### src/rtl/kef_pkg.sv
// ----------------------------------------------------------------------------
// kef_pkg
// Shared types, command codes and the default key bindings of the keyboard
// event unit.
// ----------------------------------------------------------------------------
package kef_pkg;

  // Command codes
  localparam logic [2:0] CMD_KEY_DOWN = 3'd0;
  localparam logic [2:0] CMD_PUSH     = 3'd1;
  localparam logic [2:0] CMD_BIND     = 3'd2;
  localparam logic [2:0] CMD_POP      = 3'd3;
  localparam logic [2:0] CMD_CLEAR    = 3'd4;
  localparam logic [2:0] CMD_RESTORE  = 3'd5;

  // Highest valid game event
  localparam logic [3:0] LAST_EVENT = 4'd9;

  // Number of bindings loaded at reset and on restore
  localparam int DEFAULT_BINDINGS = 9;

  // Request item
  typedef struct packed {
    logic [2:0] cmd;
    logic [8:0] scancode;
    logic       is_repeat;
    logic [3:0] event_code;
  } kef_in_t;

  // Result item
  typedef struct packed {
    logic       ok;
    logic [3:0] event_out;
    logic       dropped_oldest;
    logic [4:0] queue_count;
  } kef_out_t;

  // One key map binding
  typedef struct packed {
    logic [8:0] key;
    logic [3:0] evt;
  } kef_entry_t;

  // Read result of the key map
  typedef struct packed {
    logic       valid;
    kef_entry_t entry;
  } kef_map_rd_t;

  // Default scancode of binding i (i below DEFAULT_BINDINGS)
  function automatic logic [8:0] dflt_key(input logic [3:0] i);
    logic [8:0] k;
    case (i)
      4'd0:    k = 9'd26;
      4'd1:    k = 9'd22;
      4'd2:    k = 9'd4;
      4'd3:    k = 9'd7;
      4'd4:    k = 9'd41;
      4'd5:    k = 9'd19;
      4'd6:    k = 9'd62;
      4'd7:    k = 9'd66;
      4'd8:    k = 9'd60;
      default: k = 9'd0;
    endcase
    return k;
  endfunction

  // True for a game event that may enter the queue
  function automatic logic evt_ok(input logic [3:0] e);
    return (e != 4'd0) && (e <= LAST_EVENT);
  endfunction

endpackage

### src/rtl/kef_map.sv
// ----------------------------------------------------------------------------
// kef_map
// Key map storage: one synchronous memory of bindings with a registered read,
// plus per-entry valid and written flags. An entry never written since reset
// or restore reads back its default binding.
// ----------------------------------------------------------------------------
module kef_map import kef_pkg::*; #(
  parameter int MAP_ENTRIES = 16
) (
  input  logic                             clk,
  input  logic                             rst,
  input  logic                             restore,
  input  logic [$clog2(MAP_ENTRIES)-1:0]   rd_addr,
  output kef_map_rd_t                      rd,
  input  logic                             wr_en,
  input  logic [$clog2(MAP_ENTRIES)-1:0]   wr_addr,
  input  kef_entry_t                       wr_entry
);

  localparam int IDX_W = $clog2(MAP_ENTRIES);

  kef_entry_t             mem [MAP_ENTRIES];
  logic [MAP_ENTRIES-1:0] valid;
  logic [MAP_ENTRIES-1:0] written;

  kef_entry_t             rd_q;
  logic                   valid_q;
  logic                   written_q;
  logic [IDX_W-1:0]       addr_q;
  kef_entry_t             dflt;

  // Binding memory
  always_ff @(posedge clk) begin
    if (wr_en) begin
      mem[wr_addr] <= wr_entry;
    end
    rd_q      <= mem[rd_addr];
    valid_q   <= valid[rd_addr];
    written_q <= written[rd_addr];
    addr_q    <= rd_addr;
  end

  // Valid and written flags; reset and restore bring back the defaults
  always_ff @(posedge clk) begin
    if (rst || restore) begin
      for (int i = 0; i < MAP_ENTRIES; i++) begin
        valid[i]   <= (i < DEFAULT_BINDINGS);
        written[i] <= 1'b0;
      end
    end else if (wr_en) begin
      valid[wr_addr]   <= 1'b1;
      written[wr_addr] <= 1'b1;
    end
  end

  // Default binding of the entry just read
  always_comb begin
    dflt = '0;
    if (addr_q < IDX_W'(DEFAULT_BINDINGS)) begin
      dflt.key = dflt_key(addr_q[3:0]);
      dflt.evt = addr_q[3:0] + 4'd1;
    end
  end

  assign rd.valid = valid_q;
  assign rd.entry = written_q ? rd_q : dflt;

endmodule

### src/rtl/keymap_event_fifo.sv
// ----------------------------------------------------------------------------
// keymap_event_fifo
// Keyboard event unit: scancode-to-event key map and a drop-oldest event queue.
// ----------------------------------------------------------------------------
// Usage:
//   req / req_valid / req_ready carries command items (key down, push, bind,
//   pop, clear queue, restore default map). rsp / rsp_valid / rsp_ready returns
//   exactly one result item per command item, in order.
//   One item is worked on at a time; req_ready is high while the unit is idle,
//   also while the previous result still waits in the output register.
//   Key down (not autorepeat) and a bind of an in-range event first scan the
//   map and then finish; a key down that maps to a valid event then passes
//   the push state, as does a push of a valid event, and a pop of a non-empty
//   queue passes the pop state. Every item ends in the result state, which
//   loads the output register. The map scan reads one map memory entry per
//   cycle over all MAP_ENTRIES entries. The unit is ready again as soon as a
//   result is loaded into the output register.
//   Reset empties the queue and loads the nine default bindings at once.
//   A stalled receiver holds the result in the output register; the unit then
//   takes one more item and waits with its result until the register frees.
// ----------------------------------------------------------------------------
module keymap_event_fifo import kef_pkg::*; #(
  parameter int MAP_ENTRIES = 16,
  parameter int QUEUE_DEPTH = 16
) (
  input  logic     clk,
  input  logic     rst,
  input  logic     req_valid,
  output logic     req_ready,
  input  kef_in_t  req,
  output logic     rsp_valid,
  input  logic     rsp_ready,
  output kef_out_t rsp
);

  localparam int IDX_W  = $clog2(MAP_ENTRIES);
  localparam int SCAN_W = $clog2(MAP_ENTRIES + 1);
  localparam int QP_W   = (QUEUE_DEPTH > 1) ? $clog2(QUEUE_DEPTH) : 1;
  localparam int CNT_W  = $clog2(QUEUE_DEPTH + 1);

  typedef enum logic [2:0] {
    S_IDLE,
    S_SCAN,
    S_FINISH,
    S_PUSH,
    S_POP,
    S_RESULT
  } state_t;

  state_t            state;
  kef_in_t           item;

  // Scan bookkeeping
  logic [SCAN_W-1:0] scan_idx;
  logic              scan_live;
  logic              scan_done;
  logic [IDX_W-1:0]  cmp_idx;
  logic              found;
  logic [IDX_W-1:0]  found_idx;
  logic [3:0]        found_evt;
  logic              empty_found;
  logic [IDX_W-1:0]  empty_idx;

  // Queue
  logic [3:0]        qmem [QUEUE_DEPTH];
  logic [3:0]        q_rd;
  logic [QP_W-1:0]   head;
  logic [QP_W-1:0]   tail;
  logic [CNT_W-1:0]  count;
  logic              full;
  logic [3:0]        push_evt;
  logic              push_we;

  // Result under construction
  logic              res_ok;
  logic [3:0]        res_evt;
  logic              res_drop;

  // Map port
  kef_map_rd_t       map_rd;
  logic              map_restore;
  logic              map_we;
  logic [IDX_W-1:0]  map_waddr;
  kef_entry_t        map_wentry;

  function automatic logic [QP_W-1:0] next_slot(input logic [QP_W-1:0] p);
    return (p == QP_W'(QUEUE_DEPTH - 1)) ? '0 : p + 1'b1;
  endfunction

  assign req_ready   = (state == S_IDLE);
  assign scan_done   = (scan_idx == SCAN_W'(MAP_ENTRIES));
  assign full        = (count == CNT_W'(QUEUE_DEPTH));
  assign push_we     = (state == S_PUSH);
  assign map_restore = (state == S_IDLE) && req_valid && (req.cmd == CMD_RESTORE);

  // Bind writes the matching entry, else the first empty one
  assign map_we         = (state == S_FINISH) && (item.cmd == CMD_BIND)
                          && (found || empty_found);
  assign map_waddr      = found ? found_idx : empty_idx;
  assign map_wentry.key = item.scancode;
  assign map_wentry.evt = item.event_code;

  kef_map #(
    .MAP_ENTRIES (MAP_ENTRIES)
  ) u_map (
    .clk      (clk),
    .rst      (rst),
    .restore  (map_restore),
    .rd_addr  (scan_idx[IDX_W-1:0]),
    .rd       (map_rd),
    .wr_en    (map_we),
    .wr_addr  (map_waddr),
    .wr_entry (map_wentry)
  );

  // Event queue memory, read continuously at the head
  always_ff @(posedge clk) begin
    if (push_we) begin
      qmem[tail] <= push_evt;
    end
    q_rd <= qmem[head];
  end

  // Sequencer, queue pointers and output register
  always_ff @(posedge clk) begin
    if (rst) begin
      state     <= S_IDLE;
      head      <= '0;
      tail      <= '0;
      count     <= '0;
      scan_live <= 1'b0;
      rsp_valid <= 1'b0;
    end else begin
      // The result state reloads the register itself
      if (rsp_valid && rsp_ready && (state != S_RESULT)) begin
        rsp_valid <= 1'b0;
      end
      case (state)
        S_IDLE: begin
          if (req_valid) begin
            item        <= req;
            res_evt     <= 4'd0;
            res_drop    <= 1'b0;
            scan_idx    <= '0;
            scan_live   <= 1'b0;
            found       <= 1'b0;
            empty_found <= 1'b0;
            case (req.cmd)
              CMD_KEY_DOWN: begin
                res_ok <= 1'b0;
                state  <= req.is_repeat ? S_RESULT : S_SCAN;
              end
              CMD_PUSH: begin
                res_ok <= 1'b0;
                if (evt_ok(req.event_code)) begin
                  push_evt <= req.event_code;
                  state    <= S_PUSH;
                end else begin
                  state <= S_RESULT;
                end
              end
              CMD_BIND: begin
                res_ok <= 1'b0;
                state  <= (req.event_code <= LAST_EVENT) ? S_SCAN : S_RESULT;
              end
              CMD_POP: begin
                res_ok <= 1'b0;
                state  <= (count != '0) ? S_POP : S_RESULT;
              end
              CMD_CLEAR: begin
                head   <= '0;
                tail   <= '0;
                count  <= '0;
                res_ok <= 1'b1;
                state  <= S_RESULT;
              end
              CMD_RESTORE: begin
                res_ok <= 1'b1;
                state  <= S_RESULT;
              end
              default: begin
                res_ok <= 1'b0;
                state  <= S_RESULT;
              end
            endcase
          end
        end

        // One map read issued per cycle, compared in the next cycle
        S_SCAN: begin
          scan_live <= !scan_done;
          cmp_idx   <= scan_idx[IDX_W-1:0];
          if (!scan_done) begin
            scan_idx <= scan_idx + 1'b1;
          end else begin
            state <= S_FINISH;
          end
          if (scan_live) begin
            if (map_rd.valid && (map_rd.entry.key == item.scancode) && !found) begin
              found     <= 1'b1;
              found_idx <= cmp_idx;
              found_evt <= map_rd.entry.evt;
            end
            if (!map_rd.valid && !empty_found) begin
              empty_found <= 1'b1;
              empty_idx   <= cmp_idx;
            end
          end
        end

        S_FINISH: begin
          if (item.cmd == CMD_KEY_DOWN) begin
            res_evt  <= found ? found_evt : 4'd0;
            push_evt <= found_evt;
            state    <= (found && evt_ok(found_evt)) ? S_PUSH : S_RESULT;
          end else begin
            res_ok <= found || empty_found;
            state  <= S_RESULT;
          end
        end

        // Push at the tail; on a full queue discard the oldest, count stays
        S_PUSH: begin
          tail   <= next_slot(tail);
          res_ok <= 1'b1;
          if (full) begin
            head     <= next_slot(head);
            res_drop <= 1'b1;
          end else begin
            count <= count + 1'b1;
          end
          state <= S_RESULT;
        end

        S_POP: begin
          res_evt <= q_rd;
          res_ok  <= 1'b1;
          head    <= next_slot(head);
          count   <= count - 1'b1;
          state   <= S_RESULT;
        end

        S_RESULT: begin
          if (!rsp_valid || rsp_ready) begin
            rsp_valid          <= 1'b1;
            rsp.ok             <= res_ok;
            rsp.event_out      <= res_evt;
            rsp.dropped_oldest <= res_drop;
            rsp.queue_count    <= 5'(count);
            state              <= S_IDLE;
          end
        end

        default: begin
          state <= S_IDLE;
        end
      endcase
    end
  end

  // Queue fill never exceeds its depth
  a_count_bound: assert property (@(posedge clk) disable iff (rst)
    count <= CNT_W'(QUEUE_DEPTH))
    else $error("queue count above depth");

  // A push into a full queue keeps the count
  a_full_push: assert property (@(posedge clk) disable iff (rst)
    push_we && full |=> count == $past(count))
    else $error("count changed on drop-oldest push");

  // A new result is only loaded from the result state
  a_rsp_src: assert property (@(posedge clk) disable iff (rst)
    $rose(rsp_valid) |-> $past(state == S_RESULT))
    else $error("result raised outside result state");

  // Only one item in work at a time
  a_one_item: assert property (@(posedge clk) disable iff (rst)
    req_valid && req_ready |=> !req_ready)
    else $error("second item accepted while busy");

endmodule

### config.mk
export PLATFORM = sky130hd
export DESIGN_NAME = keymap_event_fifo
export DESIGN_NICKNAME = d
export VERILOG_FILES = /design/src/rtl/kef_pkg.sv /design/src/rtl/kef_map.sv /design/src/rtl/keymap_event_fifo.sv
export SDC_FILE = /design/constraint.sdc
export NUM_CORES = 1
export LEC_CHECK = 0
export BUFFER_PORTS_ARGS = -buffer_cell sky130_fd_sc_hd__buf_2
export CAP_MARGIN = 25
export CORE_MARGIN = 1
export CORE_UTILIZATION = 50
export CTS_CLUSTER_SIZE = 40
export DETAILED_ROUTE_END_ITERATION = 10
export PLACE_DENSITY_LB_ADDON = 0.3
export SLEW_MARGIN = 20
export SYNTH_ARGS = -nofsm -noshare
export SYNTH_HDL_FRONTEND = slang
export SYNTH_SLANG_ARGS = --single-unit
### constraint.sdc
create_clock -name clk -period 2.26 [get_ports clk]
set_input_delay 0.226 -clock clk [delete_from_list [all_inputs] [get_ports clk]]
set_output_delay 0.226 -clock clk [all_outputs]
set_load 0.02 [all_outputs]
==> run metrics <==
status=finished clean; Tot Pwr=19.6 mW; GRT met1 Usage=29.5%; Post-synth EDFFs=332; top cell type by total area after synthesis=edfxtp_1; CP Depth=7; reg-to-reg critical path endpoint=count[4]; dpl ws=0.133 ns; vias=9238; Slew @ Worst Pin=0.637 ns; DRT Pass-1 Iters=5; PwrDens=1030 mW/mm^2; Sw Pwr=5.28 mW; Avg Cell Area, Syn=16.2 um^2; crit-path max FO=6; most used flip-flop cell after synthesis=edfxtp_1; core area=0.0318 mm^2; CP top delay family=compound AO/OA/AOI/OAI gates; WP buf/inv=0; multi-input logic area=0.00446 mm^2; clock power share=34.5%; Initial Util=51.3%; die area=0.0334 mm^2; Synth top cells by count=edfxtp_1, dfxtp_1, nor2_1; Synth Instances=1010; hold_ws=0.0337 ns; GRT met2 Usage=36.6%; clock tree from TritonCTS=built; final core occ=59.7%; Hold Path Cell Cnt=1; GRT Util Overall=22.1%; Sequential Power Share=46.6%; Die W=183 um; Inserted Clock Buffers=41; hold_sp=req[2]; worst-case reg-to-reg path depth=7; Synthesis Warnings=0; required time worst endpoint=2.69 ns; Layout Nets=1163; sequential share of the synthesized area=70.9%; P_int=14.3 mW; crit path launch type=register; final setup fails=0; TNS Setup=0 ns; cell area after layout=0.0190 mm^2; R2R setup slack=0.13 ns; worst r2r src=state[2]; minimum clock period after layout=2.13 ns; GR Overflow Total=0; DR WL/cell=22.5 um; crit path max-delay cell type=dfxtp_1; post-route clock period utilization=94.4%; most frequent cell after synthesis=edfxtp_1; number of synthesized register bits=412; Final HPWL DP=23000 um; switching share of total power=26.9%; global routing's busiest layer=met2; Final GP Congestion=0.900; total wire length=35900 um; die height=183 um; # fillers=2362; Async SR Flop Fraction=0%; worst path cell trace=nor3b_4 -> ha_1 -> a21o_1 -> a21oi_1 -> xnor2_1 -> mux2i_1 -> a221oi_1; Reg area=0.0116 mm^2; initial antenna violation count=0; hold endpoint=item[2]; clk sinks=412; Post-DP Area=0.0175 mm^2; Rel. slew slack=57.2%; fmax=469 MHz; CTS Buffer Depth=3; clock root cell=clkbuf_16; Synth top area share=61.1%; worst skew pair latency=0.54 ns; Final WS setup=0.127 ns; DRC errors left=0; Worst setup EP type=register; leakage power=6.53 nW; fin. max-slew vios=0; slowest stage delay, CP=0.47 ns; Worst Skew=0.0182 ns; initial DRC count=726; H-tree levels=2; routed vias/inst=5.80; number of library cell types mapped by synthesis=72; Comb power frac=18.9%; max-cap violations=0; io pins=34; first-pass GRT wire length=54600 um; n_diodes=0; antenna-violating nets left=0; Final Hold Fails=0; Peak supply drop=0.000782 V; met3 usage=4.49%; critical path class=register to register; Synthesized Nets=1047; synthesis-to-finish area growth=16.3%; top post-synthesis cells by area=edfxtp_1, dfxtp_1, mux4_2; input/output buffers=33; vias in the first global route=9259; Crit path arrival time=2.57 ns; Row Count=65; placed insts=1500; largest net degree at the start of global routing=47; Worst-path clk slew=0.06 ns; share of layout cells above drive strength 1=21.1%; post-synthesis cell area=0.0163 mm^2; Hold Path Class=input pin to register; non-filler cells, final=1594
area by class of cell:
| type | count | area share [%] |
|---|---|---|
| clock inverter | 26 | 1.48 |
| timing repair buffer | 124 | 5.28 |
| multi-input combinational | 527 | 23.5 |
| tap | 435 | 2.87 |
| inverter | 20 | 0.395 |
| sequential | 412 | 60.9 |
| clock buffer | 50 | 5.58 |
cell families (layout without fill, tap and decap cells):
group | count (synthesis) | in the layout | synth area share (%)
flops | 412 | 412 | 70.9
simple gates | 198 | 198 | 6.19
compound gates | 179 | 179 | 7.63
mux | 123 | 123 | 11.5
buf+inv | 71 | 220 | 1.91
fa+ha+maj | 16 | 16 | 1.27
xor+xnor | 11 | 11 | 0.590
power by group through the flow:
stage	sequential [mW]	clock, mW	combinational (mW)
floorplan	9.16	0	2.55
global placement	9.29	0	3.62
detailed placement	9.30	0	3.66
CTS	9.14	6.89	3.70
global route	9.20	7.18	4.00
finish	9.15	6.76	3.70
sequential cells by signal (all words and copies together) (netlist names), 5 cells and up, named ones only:
register / count
u_map.mem: 208
u_map.written: 16
qmem: 64
item: 16
u_map.rd_q: 13
u_map.valid: 16
count: 5
scan_idx: 5
rsp: 11
worst max path at each step:
| stage | start | slack (ns) | end |
|---|---|---|---|
| after CTS | u_map.addr_q[0] | 0.11 | found_evt[0] |
| after global routing | state[2] | -0.003 | count[4] |
| after floorplan | item[14] | 0.04 | u_map.mem[12][0] |
| after detailed placement | u_map.addr_q[0] | 0.13 | found_idx[1] |
| after global placement | u_map.written_q | 0.21 | found_idx[1] |
| final | state[2] | 0.13 | count[4] |
timing repair:
action | in CTS | in global routing
setup endpoints to repair | 0 | 10
hold buffers | 16 | 1
gates resized for setup | 0 | 2
buffers inserted | 0 | 1
hold endpoints to repair | 16 | 1
metal layers:
| layer | up-vias | wire, um |
|---|---|---|
| li1 | 4210 | - |
| met1 | 4650 | 14800 |
| met2 | 320 | 17700 |
| met3 | 58 | 2550 |
| met4 | 0 | 836 |
| met5 | - | 0 |
layout by cell type (no fill, tap or decap), drive strengths merged, types with 23 or more instances in the layout:
cell,n
mux2i,62
clkbuf,50
edfxtp,332
buf,107
o221ai,30
mux4,51
nor2,64
o21a,24
a21oi,46
nand2,48
inv,23
dfxtp,80
No activity file was read; power rests on OpenSTA's default activity.
